===== src/sv/bresenham_line_stepper_macros.svh =====
// ----------------------------------------------------------------------------
// Assertion macros for the Bresenham line stepper
// Property wrappers that can be compiled out with NO_ASSERTIONS.
// ----------------------------------------------------------------------------
`ifndef BRESENHAM_LINE_STEPPER_MACROS_SVH
`define BRESENHAM_LINE_STEPPER_MACROS_SVH

`ifndef NO_ASSERTIONS
// same-cycle implication
`define BLS_ASSERT_IMPL(label, clk, rst_n, ante, cons) \
    label: assert property (@(posedge clk) disable iff (!rst_n) (ante) |-> (cons)) \
        else $error("bresenham_line_stepper: assertion failed");
// next-cycle implication
`define BLS_ASSERT_NEXT(label, clk, rst_n, ante, cons) \
    label: assert property (@(posedge clk) disable iff (!rst_n) (ante) |=> (cons)) \
        else $error("bresenham_line_stepper: assertion failed");
`else
`define BLS_ASSERT_IMPL(label, clk, rst_n, ante, cons)
`define BLS_ASSERT_NEXT(label, clk, rst_n, ante, cons)
`endif

`endif


===== src/sv/bls_pkg.sv =====
// ----------------------------------------------------------------------------
// bls_pkg
// Shared types and codes of the Bresenham line stepper.
// ----------------------------------------------------------------------------
package bls_pkg;

    typedef enum logic
    {
        OP_START = 1'b0,
        OP_STEP  = 1'b1
    } op_t;

    // bit0 = steep (y is the major axis), bit1 = falling (y decreases)
    typedef struct packed
    {
        logic falling;
        logic steep;
    } line_case_t;

endpackage


===== src/sv/bls_if.sv =====
// ----------------------------------------------------------------------------
// bls_if
// Valid/ready channels of the line stepper: command in, pixel out.
// ----------------------------------------------------------------------------
interface bls_cmd_if #(
    parameter int COORD_BITS = 12
);
    logic                  valid;
    logic                  ready;
    logic                  operation;
    logic [COORD_BITS-1:0] start_x;
    logic [COORD_BITS-1:0] start_y;
    logic [COORD_BITS-1:0] end_x;
    logic [COORD_BITS-1:0] end_y;

    modport source (output valid, operation, start_x, start_y, end_x, end_y, input ready);
    modport sink   (input valid, operation, start_x, start_y, end_x, end_y, output ready);
endinterface

interface bls_pixel_if #(
    parameter int COORD_BITS = 12
);
    logic                  valid;
    logic                  ready;
    logic [COORD_BITS-1:0] pixel_x;
    logic [COORD_BITS-1:0] pixel_y;
    logic                  last_pixel;

    modport source (output valid, pixel_x, pixel_y, last_pixel, input ready);
    modport sink   (input valid, pixel_x, pixel_y, last_pixel, output ready);
endinterface


===== src/sv/bls_step_core.sv =====
// ----------------------------------------------------------------------------
// bls_step_core
// Next-state logic of the stepper: line setup on start, one pixel on step.
// ----------------------------------------------------------------------------
module bls_step_core
    import bls_pkg::*;
#(
    parameter int COORD_BITS = 12,
    parameter int ERR_BITS   = 15
)
(
    input  logic                       operation,
    input  logic [COORD_BITS-1:0]      start_x,
    input  logic [COORD_BITS-1:0]      start_y,
    input  logic [COORD_BITS-1:0]      end_x,
    input  logic [COORD_BITS-1:0]      end_y,
    input  logic [COORD_BITS-1:0]      cur_x,
    input  logic [COORD_BITS-1:0]      cur_y,
    input  logic signed [ERR_BITS-1:0] error_term,
    input  logic [COORD_BITS-1:0]      steps_left,
    input  line_case_t                 line_case,
    input  logic [COORD_BITS-1:0]      delta_x,
    input  logic [COORD_BITS-1:0]      delta_y_abs,
    input  logic                       busy,
    output logic [COORD_BITS-1:0]      cur_x_next,
    output logic [COORD_BITS-1:0]      cur_y_next,
    output logic signed [ERR_BITS-1:0] error_term_next,
    output logic [COORD_BITS-1:0]      steps_left_next,
    output line_case_t                 line_case_next,
    output logic [COORD_BITS-1:0]      delta_x_next,
    output logic [COORD_BITS-1:0]      delta_y_abs_next,
    output logic                       busy_next,
    output logic                       emit
);

    localparam int PAD_BITS = ERR_BITS - COORD_BITS;

    // setup path
    logic                  swap;
    logic [COORD_BITS-1:0] x1, y1, x2, y2;
    logic [COORD_BITS-1:0] s_dx, s_dya, s_steps;
    logic                  s_falling, s_steep;

    // step path
    logic [COORD_BITS-1:0]      major, minor;
    logic signed [ERR_BITS-1:0] two_major, two_minor, err_add;
    logic [COORD_BITS-1:0]      x_major, y_major;
    logic                       minor_move;

    always_comb
    begin
        swap      = end_x < start_x;
        x1        = swap ? end_x : start_x;
        y1        = swap ? end_y : start_y;
        x2        = swap ? start_x : end_x;
        y2        = swap ? start_y : end_y;
        s_dx      = x2 - x1;
        s_falling = y2 < y1;
        s_dya     = s_falling ? (y1 - y2) : (y2 - y1);
        s_steep   = s_dx < s_dya;
        s_steps   = s_steep ? s_dya : s_dx;
    end

    always_comb
    begin
        major     = line_case.steep ? delta_y_abs : delta_x;
        minor     = line_case.steep ? delta_x : delta_y_abs;
        two_major = signed'({{(PAD_BITS - 1){1'b0}}, major, 1'b0});
        two_minor = signed'({{(PAD_BITS - 1){1'b0}}, minor, 1'b0});
        err_add   = error_term + two_minor;
        minor_move = !err_add[ERR_BITS-1];

        // major axis always advances by one
        x_major = line_case.steep ? cur_x : cur_x + COORD_BITS'(1);
        y_major = !line_case.steep ? cur_y
                : (line_case.falling ? cur_y - COORD_BITS'(1) : cur_y + COORD_BITS'(1));
    end

    always_comb
    begin
        cur_x_next       = cur_x;
        cur_y_next       = cur_y;
        error_term_next  = error_term;
        steps_left_next  = steps_left;
        line_case_next   = line_case;
        delta_x_next     = delta_x;
        delta_y_abs_next = delta_y_abs;
        busy_next        = busy;
        emit             = 1'b0;

        if (operation == OP_START)
        begin
            cur_x_next           = x1;
            cur_y_next           = y1;
            delta_x_next         = s_dx;
            delta_y_abs_next     = s_dya;
            line_case_next.steep   = s_steep;
            line_case_next.falling = s_falling;
            steps_left_next      = s_steps;
            error_term_next      = -signed'({{PAD_BITS{1'b0}}, s_steps});
            busy_next            = s_steps != '0;
            emit                 = 1'b1;
        end
        else if (busy)
        begin
            cur_x_next      = x_major;
            cur_y_next      = y_major;
            error_term_next = err_add;
            if (minor_move)
            begin
                error_term_next = err_add - two_major;
                if (line_case.steep)
                    cur_x_next = x_major + COORD_BITS'(1);
                else if (line_case.falling)
                    cur_y_next = y_major - COORD_BITS'(1);
                else
                    cur_y_next = y_major + COORD_BITS'(1);
            end
            steps_left_next = steps_left - COORD_BITS'(1);
            busy_next       = steps_left_next != '0;
            emit            = 1'b1;
        end
    end

endmodule


===== src/sv/bresenham_line_stepper.sv =====
// ----------------------------------------------------------------------------
// bresenham_line_stepper
// Integer Bresenham line rasterizer, at most one pixel per command transfer.
// ----------------------------------------------------------------------------
// Usage:
//   cmd   : command channel. A start command (operation = OP_START) loads both
//           endpoints and returns the first pixel. Each step command
//           (operation = OP_STEP) returns the next pixel. A step while no line
//           is active is taken but returns nothing.
//   pixel : result channel with pixel_x, pixel_y and last_pixel, which marks
//           the final pixel of the line.
//   The pixel is registered: it appears on the clock after its command
//   transfer. Throughput is one command per cycle while the receiver takes
//   each pixel; line setup and the error-term add and compare all settle
//   between the command and the pixel output register.
//   The output register holds a pixel until it is taken; while the receiver
//   stalls with a pixel pending, cmd.ready is low. A new command is taken
//   in the same cycle the pending pixel leaves.
//   Reset clears the line state to idle and empties the output register.
//   A start while a line is active abandons that line.
// ----------------------------------------------------------------------------
`include "bresenham_line_stepper_macros.svh"

module bresenham_line_stepper
    import bls_pkg::*;
#(
    parameter int COORD_BITS = 12
)
(
    input  logic        clk,
    input  logic        rst_n,
    bls_cmd_if.sink     cmd,
    bls_pixel_if.source pixel
);

    // error term stays in [-2 * major, 0), reaching < 2 * major after the add
    localparam int ERR_BITS = COORD_BITS + 3;

    logic [COORD_BITS-1:0]      cur_x_reg, cur_x_next;
    logic [COORD_BITS-1:0]      cur_y_reg, cur_y_next;
    logic signed [ERR_BITS-1:0] error_term_reg, error_term_next;
    logic [COORD_BITS-1:0]      steps_left_reg, steps_left_next;
    line_case_t                 line_case_reg, line_case_next;
    logic [COORD_BITS-1:0]      delta_x_reg, delta_x_next;
    logic [COORD_BITS-1:0]      delta_y_abs_reg, delta_y_abs_next;
    logic                       busy_reg, busy_next;
    logic                       emit;

    logic                  out_valid_reg;
    logic [COORD_BITS-1:0] out_x_reg;
    logic [COORD_BITS-1:0] out_y_reg;
    logic                  out_last_reg;

    logic cmd_fire;

    assign cmd.ready = !out_valid_reg || pixel.ready;
    assign cmd_fire  = cmd.valid && cmd.ready;

    bls_step_core #(
        .COORD_BITS (COORD_BITS),
        .ERR_BITS   (ERR_BITS)
    ) u_core (
        .operation        (cmd.operation),
        .start_x          (cmd.start_x),
        .start_y          (cmd.start_y),
        .end_x            (cmd.end_x),
        .end_y            (cmd.end_y),
        .cur_x            (cur_x_reg),
        .cur_y            (cur_y_reg),
        .error_term       (error_term_reg),
        .steps_left       (steps_left_reg),
        .line_case        (line_case_reg),
        .delta_x          (delta_x_reg),
        .delta_y_abs      (delta_y_abs_reg),
        .busy             (busy_reg),
        .cur_x_next       (cur_x_next),
        .cur_y_next       (cur_y_next),
        .error_term_next  (error_term_next),
        .steps_left_next  (steps_left_next),
        .line_case_next   (line_case_next),
        .delta_x_next     (delta_x_next),
        .delta_y_abs_next (delta_y_abs_next),
        .busy_next        (busy_next),
        .emit             (emit)
    );

    always_ff @(posedge clk or negedge rst_n)
    begin
        if (!rst_n)
        begin
            cur_x_reg       <= '0;
            cur_y_reg       <= '0;
            error_term_reg  <= '0;
            steps_left_reg  <= '0;
            line_case_reg   <= '0;
            delta_x_reg     <= '0;
            delta_y_abs_reg <= '0;
            busy_reg        <= 1'b0;
            out_valid_reg   <= 1'b0;
        end
        else
        begin
            if (cmd_fire)
            begin
                cur_x_reg       <= cur_x_next;
                cur_y_reg       <= cur_y_next;
                error_term_reg  <= error_term_next;
                steps_left_reg  <= steps_left_next;
                line_case_reg   <= line_case_next;
                delta_x_reg     <= delta_x_next;
                delta_y_abs_reg <= delta_y_abs_next;
                busy_reg        <= busy_next;
            end
            if (cmd_fire && emit)
                out_valid_reg <= 1'b1;
            else if (pixel.ready)
                out_valid_reg <= 1'b0;
        end
    end

    // pixel payload, no reset needed
    always_ff @(posedge clk)
    begin
        if (cmd_fire && emit)
        begin
            out_x_reg    <= cur_x_next;
            out_y_reg    <= cur_y_next;
            out_last_reg <= !busy_next;
        end
    end

    assign pixel.valid      = out_valid_reg;
    assign pixel.pixel_x    = out_x_reg;
    assign pixel.pixel_y    = out_y_reg;
    assign pixel.last_pixel = out_last_reg;

    `BLS_ASSERT_IMPL(a_busy_matches_steps, clk, rst_n, 1'b1, busy_reg == (steps_left_reg != '0))
    `BLS_ASSERT_NEXT(a_start_emits, clk, rst_n, cmd_fire && cmd.operation == OP_START, pixel.valid)
    `BLS_ASSERT_IMPL(a_last_means_idle, clk, rst_n, pixel.valid && pixel.last_pixel, !busy_reg)
    `BLS_ASSERT_IMPL(a_error_negative, clk, rst_n, busy_reg, error_term_reg[ERR_BITS-1])

endmodule

===== src/flat_wrapper.sv =====
// flat-port wrapper written by rule: the top's interface ports become plain ports
module bresenham_line_stepper_flat import bls_pkg::*;
#(
    parameter int COORD_BITS = 12
)
  (clk, rst_n, cmd_valid, cmd_operation, cmd_start_x, cmd_start_y, cmd_end_x, cmd_end_y, cmd_ready, pixel_valid, pixel_pixel_x, pixel_pixel_y, pixel_last_pixel, pixel_ready);
  bls_cmd_if #(.COORD_BITS(COORD_BITS)) cmd_i ();
  bls_pixel_if #(.COORD_BITS(COORD_BITS)) pixel_i ();
  input  logic clk;
  input  logic rst_n;
  input wire logic [$bits(cmd_i.valid)-1:0] cmd_valid;
  input wire logic [$bits(cmd_i.operation)-1:0] cmd_operation;
  input wire logic [$bits(cmd_i.start_x)-1:0] cmd_start_x;
  input wire logic [$bits(cmd_i.start_y)-1:0] cmd_start_y;
  input wire logic [$bits(cmd_i.end_x)-1:0] cmd_end_x;
  input wire logic [$bits(cmd_i.end_y)-1:0] cmd_end_y;
  output wire logic [$bits(cmd_i.ready)-1:0] cmd_ready;
  output wire logic [$bits(pixel_i.valid)-1:0] pixel_valid;
  output wire logic [$bits(pixel_i.pixel_x)-1:0] pixel_pixel_x;
  output wire logic [$bits(pixel_i.pixel_y)-1:0] pixel_pixel_y;
  output wire logic [$bits(pixel_i.last_pixel)-1:0] pixel_last_pixel;
  input wire logic [$bits(pixel_i.ready)-1:0] pixel_ready;
  assign cmd_i.valid = cmd_valid;
  assign cmd_i.operation = cmd_operation;
  assign cmd_i.start_x = cmd_start_x;
  assign cmd_i.start_y = cmd_start_y;
  assign cmd_i.end_x = cmd_end_x;
  assign cmd_i.end_y = cmd_end_y;
  assign cmd_ready = cmd_i.ready;
  assign pixel_valid = pixel_i.valid;
  assign pixel_pixel_x = pixel_i.pixel_x;
  assign pixel_pixel_y = pixel_i.pixel_y;
  assign pixel_last_pixel = pixel_i.last_pixel;
  assign pixel_i.ready = pixel_ready;
  bresenham_line_stepper #(.COORD_BITS(COORD_BITS)) u_core (.clk(clk), .rst_n(rst_n), .cmd(cmd_i), .pixel(pixel_i));
endmodule

===== config.mk =====
export PLATFORM = sky130hd
export DESIGN_NAME = bresenham_line_stepper_flat
export DESIGN_NICKNAME = d
export VERILOG_FILES = /design/src/sv/bls_pkg.sv /design/src/sv/bls_if.sv /design/src/sv/bls_step_core.sv /design/src/sv/bresenham_line_stepper.sv /design/src/flat_wrapper.sv
export VERILOG_INCLUDE_DIRS = /design/src /design/src/sv
export SDC_FILE = /design/constraint.sdc
export NUM_CORES = 1
export LEC_CHECK = 0
export BUFFER_PORTS_ARGS = -buffer_cell sky130_fd_sc_hd__buf_2
export CAP_MARGIN = 40
export CORE_ASPECT_RATIO = 0.75
export CORE_UTILIZATION = 45
export CTS_CLUSTER_SIZE = 24
export DETAILED_ROUTE_END_ITERATION = 10
export HOLD_SLACK_MARGIN = 0.1
export PLACE_DENSITY = 0.74
export SYNTH_ARGS = -nofsm -noshare
export SYNTH_HDL_FRONTEND = slang
export SYNTH_SLANG_ARGS = --single-unit

===== constraint.sdc =====
create_clock -name clk -period 5.5 [get_ports clk]
set_input_delay 0.825 -clock clk [delete_from_list [all_inputs] [get_ports clk]]
set_output_delay 0.825 -clock clk [all_outputs]
set_load 0.01 [all_outputs]

==> run summary, run 1 <==
area fraction of the dominant cell type after synthesis -> 0.183
die area -> 0.0243 mm²
# diodes -> 0
Setup Viol. Count Final -> 30
first-pass iteration count of the detailed router -> 9
Die W -> 180 µm
HP Class -> input pin to async pin
RSZ-0062 raised after global routing -> yes
largest net degree at the start of global routing -> 64
CP max stage cell -> nor3_4
DP Cell Count -> 1,908
Async SR Flop Fraction -> 0.757
final cell count without fillers -> 2,009
post-route design area -> 0.0151 mm²
family with the most delay on the worst path -> buffers and inverters
initial antenna violation count -> 2
leakage -> 6.87 nW
I/O Pins -> 80
DRC violations left -> 7
Tcrit/Tclk final -> 1.13
Max Freq -> 0.160 GHz
Buffers & Inverters on Critical Path -> 36
grt met3 use -> 0.0737
Yosys reg bits -> 103
Crit. End Element -> flop
YS warnings -> 0
Worst setup SP type -> input pin
final slew viol count -> 0
Netlist cell types -> 95
MaxCap Viol Count -> 0
dpl hpwl -> 28.6 mm
Layout Skew -> 0.0125 ns
Seq/Total Area, Yosys -> 0.253
total CTS buffers -> 9
final setup margin -> -0.739 ns
Total GRT Usage -> 0.321
grt ovf -> 0
cell taking the most area after synthesis -> dfrtp_1
Rows -> 48
number of enable flip-flop cells after synthesis -> 25
Setup CP Type -> input pin to flop
Synth Net Count -> 1,460
die extent in y -> 135 µm
Crit path top cell by count -> buf_4
WL/cell -> 20.0 µm
Layout area overhead -> 41.7%
status -> complete, but fails checks
actual slew at the worst max-slew pin -> 0.863 ns
Port Buf Inserts -> 79
Final min period -> 6.24 ns
gpl congestion -> 1.02
DRT iter0 DRCs -> 1,246
drt total wl -> 40.2 mm
H-Tree Depth -> 3
Final ANT Viol Nets -> 0
initial core utilization -> 0.461
clock sink total -> 103
slowest stage delay, CP -> 0.27 ns
most area-consuming cells after synthesis -> dfrtp_1 18%, ha_1 8.7%, edfxtp_1 7.0%
Via density -> 6.07
Peak supply drop -> 374 µV
DP Area -> 0.0136 mm²
Worst-path clk slew -> 0.08 ns
CP max FO -> 3
vias in the first global route -> 11.6k
Max-slew headroom -> 0.425
Nets -> 1,835
most crowded layer after global routing -> met2
GRT met2 Usage -> 0.502
Synth Area per Inst -> 8.02 µm²
final hold viol count -> 0
area of the multi-input gates -> 0.00825 mm²
CTS tree -> yes
setup_tns -> -13.21 ns
met1 usage -> 0.429
max reg flops -> 14
clk buf depth -> 2
pwr dens -> 588 mW/mm²
CP required -> 5.80 ns
Synth Cell Area -> 0.0107 mm²
Storage cell area -> 0.00270 mm²
core box area -> 0.0231 mm²
Worst-Skew Late Latency -> 0.37 ns
violated checks -> DRC, setup timing
fillers -> 1,783
vias -> 12.2k
layout cell share with drive strength beyond 1 -> 0.354
arrival time worst endpoint -> 6.54 ns
clk root buf -> clkbuf_16
Top FF cell, synth -> dfrtp_1
Gate Count Post-Synth -> 1,329
first-pass GRT wire length -> 61.4 mm
==> stage by stage <==
| stage | power, W | worst slack (ns) | util | hold WS (ns) |
|---|---|---|---|---|
| after floorplan | 0.00553 | -1.25 | - | 0.452 |
| after global placement | 0.00708 | -0.871 | 0.587 | 0.477 |
| after detailed placement | 0.00729 | -1.07 | 0.588 | 0.482 |
| after CTS | 0.00840 | -0.510 | 0.640 | 0.282 |
| after global routing | 0.00949 | -0.878 | 0.653 | 0.286 |
| final | 0.00888 | -0.739 | 0.653 | 0.282 |
==> cell type report <==
cell class	count	share of cell area
Sequential cell	103	0.179
Multi-Input combinational cell	1097	0.546
Timing Repair Buffer	419	0.209
Clock buffer	10	0.0152
Tap cell	300	0.0249
Inverter	74	0.0197
Clock inverter	6	0.00613
==> cell usage in the layout (no fill, tap or decap), types with 29 or more instances in the layout <==
cell / n
a21oi_1: 102
buf_2: 71
buf_4: 311
buf_6: 31
dfrtp_1: 77
ha_1: 59
inv_1: 61
mux2_2: 31
mux2i_1: 29
nand2_1: 168
nand3_1: 29
nor2_1: 104
o21ai_0: 63
xnor2_1: 49
xor2_1: 31
==> final timing paths <==
path / from / endpoint / slack, ns / depth (start not counted)
max in group asynchronous: rst_n / u_core.line_case_reg[0] / 4.41 / 3
hold reg to reg: u_core.error_term_reg[1] / u_core.error_term_reg[1] / 0.50 / 2
hold / removal: rst_n / u_core.cur_y_reg[6] / 0.28 / 1
setup / recovery: cmd_start_x[9] / u_core.cur_y_reg[0] / -0.74 / 45
min in group clk: u_core.error_term_reg[1] / u_core.error_term_reg[1] / 0.50 / 2
setup reg to reg: u_core.line_case_reg[0] / u_core.pixel.pixel_x[3] / 0.53 / 15
==> repair_timing <==
action	CTS	global route
setup endpoints to repair	28	31
gates resized for setup	78	47
pin swaps	29	37
hold buffers	0	0
setup buffers	74	14
==> Yosys cell counts, types with 9 or more instances <==
library cell,number
nand2_1,176
a21oi_1,111
nor2_1,109
dfrtp_1,78
o21ai_0,76
ha_1,74
inv_1,73
xnor2_1,52
clkbuf_1,37
mux2i_1,34
mux2_2,33
nand3_1,32
xor2_1,32
nor3_1,30
edfxtp_1,25
nor2b_1,20
a211oi_1,19
a21o_1,19
a31oi_1,18
o21bai_1,17
nand2b_1,15
o22ai_1,14
a221oi_1,13
maj3_1,11
o21a_1,11
and2_1,10
and3_1,10
buf_1,9
nor4_1,9
==> power breakdown <==
part           switching (W)  internal [W]
clock network       0.000313      0.000403
logic                0.00364       0.00317
registers           0.000296       0.00106
total                0.00425       0.00464
==> cell families after synthesis <==
kind of cell / synth area share
buffers and inverters: 0.0465
adders and majority gates: 0.111
DFF: 0.253
AOI/OAI and AO/OA: 0.245
and+or+nand+nor: 0.201
xor gates and xnor gates: 0.0690
muxes: 0.0744
==> layer usage <==
layer,vias to the layer above,share of wire
met2,678,0.43
met5,-,0
met4,0,0.040
li1,5596,-
met3,122,0.11
met1,5796,0.42
(Power assumes the default switching activity.)
==> inputs of run 2 (changes only) <==
--- a/config.mk
+++ b/config.mk
@@ -6,6 +6,7 @@
 export SDC_FILE = /design/constraint.sdc
 export NUM_CORES = 1
 export LEC_CHECK = 0
+export ABC_AREA = 1
 export BUFFER_PORTS_ARGS = -buffer_cell sky130_fd_sc_hd__buf_2
 export CAP_MARGIN = 40
 export CORE_ASPECT_RATIO = 0.75
@@ -13,7 +14,7 @@
 export CTS_CLUSTER_SIZE = 24
 export DETAILED_ROUTE_END_ITERATION = 10
 export HOLD_SLACK_MARGIN = 0.1
-export PLACE_DENSITY = 0.74
+export PLACE_DENSITY = 0.73
 export SYNTH_ARGS = -nofsm -noshare
 export SYNTH_HDL_FRONTEND = slang
 export SYNTH_SLANG_ARGS = --single-unit
==> run summary, run 2 <==
status -> complete, no violations
largest net degree at the start of global routing -> 67
Synth Net Count -> 1,893
vias -> 11.9k
die area -> 0.0253 mm²
CP max FO -> 21
layout cell share with drive strength beyond 1 -> 0.130
clk buf depth -> 2
Max-slew headroom -> 0.413
worst r2r src -> u_core.line_case_reg[0]
# diodes -> 0
most common library cell in the layout ignoring fill and taps -> nand2_1
grt ovf -> 0
HP Class -> input pin to async pin
CP max stage cell -> ha_1
most frequent cells in the layout -> 564 x nand2_1, 232 x inv_1, 159 x o21ai_0
vias in the first global route -> 10.6k
final slew viol count -> 0
Final min period -> 5.12 ns
most instantiated library cell after synthesis -> nand2_1
CP required -> 5.76 ns
gpl congestion -> 0.990
first-pass GRT wire length -> 56.4 mm
Max Freq -> 0.195 GHz
DP Cell Count -> 2,177
drt total wl -> 35.5 mm
Rows -> 49
Layout area overhead -> 12.6%
Seq/Total Area, Yosys -> 0.243
number of enable flip-flop cells after synthesis -> 25
Crit. End Element -> flop
max reg flops -> 14
final hold viol count -> 0
slowest stage delay, CP -> 0.32 ns
die extent in y -> 138 µm
worst r2r dst -> u_core.error_term_reg[12]
Setup Viol. Count Final -> 0
Via density -> 5.42
I/O Pins -> 80
Netlist cell types -> 54
Peak supply drop -> 294 µV
DRT iter0 DRCs -> 1,319
arrival time worst endpoint -> 5.38 ns
initial antenna violation count -> 0
core box area -> 0.0241 mm²
Port Buf Inserts -> 79
Worst-path clk slew -> 0.08 ns
Total GRT Usage -> 0.283
H-Tree Depth -> 3
first-pass iteration count of the detailed router -> 5
Top FF cell, synth -> dfrtp_1
Tcrit/Tclk final -> 0.931
CTS tree -> yes
Async SR Flop Fraction -> 0.757
Die W -> 183 µm
initial core utilization -> 0.461
area fraction of the dominant cell type after synthesis -> 0.191
cts hold-fix bufs -> 0
YS warnings -> 0
Worst-Skew Late Latency -> 0.37 ns
Gate Count Post-Synth -> 1,762
MaxCap Viol Count -> 0
final core occ -> 0.519
actual slew at the worst max-slew pin -> 0.880 ns
pwr dens -> 571 mW/mm²
WL/cell -> 16.2 µm
Final ANT Viol Nets -> 0
family with the most delay on the worst path -> simple AND/OR/NAND/NOR gates
total CTS buffers -> 9
FF-to-FF path depth -> 25
cell taking the most area after synthesis -> nand2_1
Layout Skew -> 0.00706 ns
synth cell count leaders -> 565 x nand2_1, 233 x inv_1, 163 x o21ai_0
Setup CP Type -> input pin to flop
DRC violations left -> 0
most area-consuming cells after synthesis -> nand2_1 19%, dfrtp_1 18%, ha_1 8.3%
post-route design area -> 0.0125 mm²
Buffers & Inverters on Critical Path -> 7
Worst setup SP type -> input pin
Synth Cell Area -> 0.0111 mm²
leakage -> 6.57 nW
Crit path top cell by count -> nand2_1
Yosys reg bits -> 103
Synth Area per Inst -> 6.31 µm²
clk root buf -> clkbuf_16
dpl hpwl -> 27.8 mm
Nets -> 1,990
final cell count without fillers -> 2,195
FF-to-FF setup slack -> 1.01 ns
clock sink total -> 103
DP Area -> 0.0122 mm²
[run 2: cell types whose count changed after synthesis, moves of 24 or more]
cell     delta
nand4_1    +28
nand3_1    +67
nand2_1   +389
inv_1     +160
mux2_2     -33
mux2i_1    -34
nand2_2    +24
xnor2_1    -36
o21ai_0    +87
[run 2: cell families after synthesis]
family / share of synthesized area
XOR/XNOR: 0.0496
AND/OR/NAND/NOR: 0.340
AO/OA/AOI/OAI: 0.170
flip-flops: 0.243
buffers and inverters: 0.107
adder cells (fa/ha/maj): 0.0905
[run 2: repair_timing]
action                     CTS  global route
setup buffers                0             2
setup endpoints to repair    0            13
resized for setup            0            14
[run 2: how the worst max path moves through the flow]
stage / from / to / slack, ns / cells after the start
2_1_floorplan: cmd_start_x[9] / u_core.pixel.last_pixel / 0.35 / 38
3_3_place_gp: cmd_start_x[9] / u_core.error_term_reg[7] / 0.05 / 40
3_5_place_dp: cmd_start_x[9] / u_core.error_term_reg[11] / -0.05 / 35
4_1_cts: cmd_start_x[3] / u_core.error_term_reg[7] / 0.31 / 30
5_1_grt: cmd_start_x[9] / u_core.busy_reg / -0.01 / 39
6_report: cmd_start_x[9] / u_core.busy_reg / 0.38 / 32
[run 2: worst reg2reg max path, delay by kind of cell (launching register included)]
family	cells	cell delay (ns)
compound gates	9	1.48
xor+xnor	1	0.28
fa+ha+maj	3	0.97
buf+inv	4	0.31
flops	1	0.69
simple gates	8	0.70
[run 2: cell type report]
type | instances | area [µm²]
Multi-Input combinational cell | 1361 | 7280
Sequential cell | 103 | 2700
Clock buffer | 10 | 229
Fill cell | 2382 | 11600
Clock inverter | 6 | 53.8
Inverter | 245 | 922
Timing Repair Buffer | 139 | 905
Tap cell | 331 | 414
[run 2: where the power goes]
| part | internal [W] | switching [W] | total [W] |
|---|---|---|---|
| Combinational | 0.00197 | 0.00322 | 0.00519 |
| Sequential | 0.00105 | 0.000245 | 0.00129 |
| Clock | 0.000316 | 0.000339 | 0.000655 |
| Total | 0.00334 | 0.00380 | 0.00714 |
[run 2: stage by stage]
step / setup slack (ns) / hold WS (ns) / power, W / setup TNS (ns)
2_1_floorplan: 0.351 / 0.453 / 0.00509 / 0
3_3_place_gp: 0.0538 / 0.470 / 0.00621 / 0
3_5_place_dp: -0.0469 / 0.475 / 0.00635 / -0.111
4_1_cts: 0.313 / 0.379 / 0.00704 / 0
5_1_grt: -0.0116 / 0.388 / 0.00790 / -0.0116
6_report: 0.382 / 0.368 / 0.00714 / 0
[run 2: layer usage]
| metal | wire, µm | vias to the layer above | GRT usage |
|---|---|---|---|
| li1 | - | 5923 | - |
| met1 | 16800 | 5433 | 0.427 |
| met2 | 14400 | 499 | 0.411 |
| met3 | 3620 | 44 | 0.0501 |
| met4 | 610 | 0 | 0.0671 |
| met5 | 0 | - | 0 |
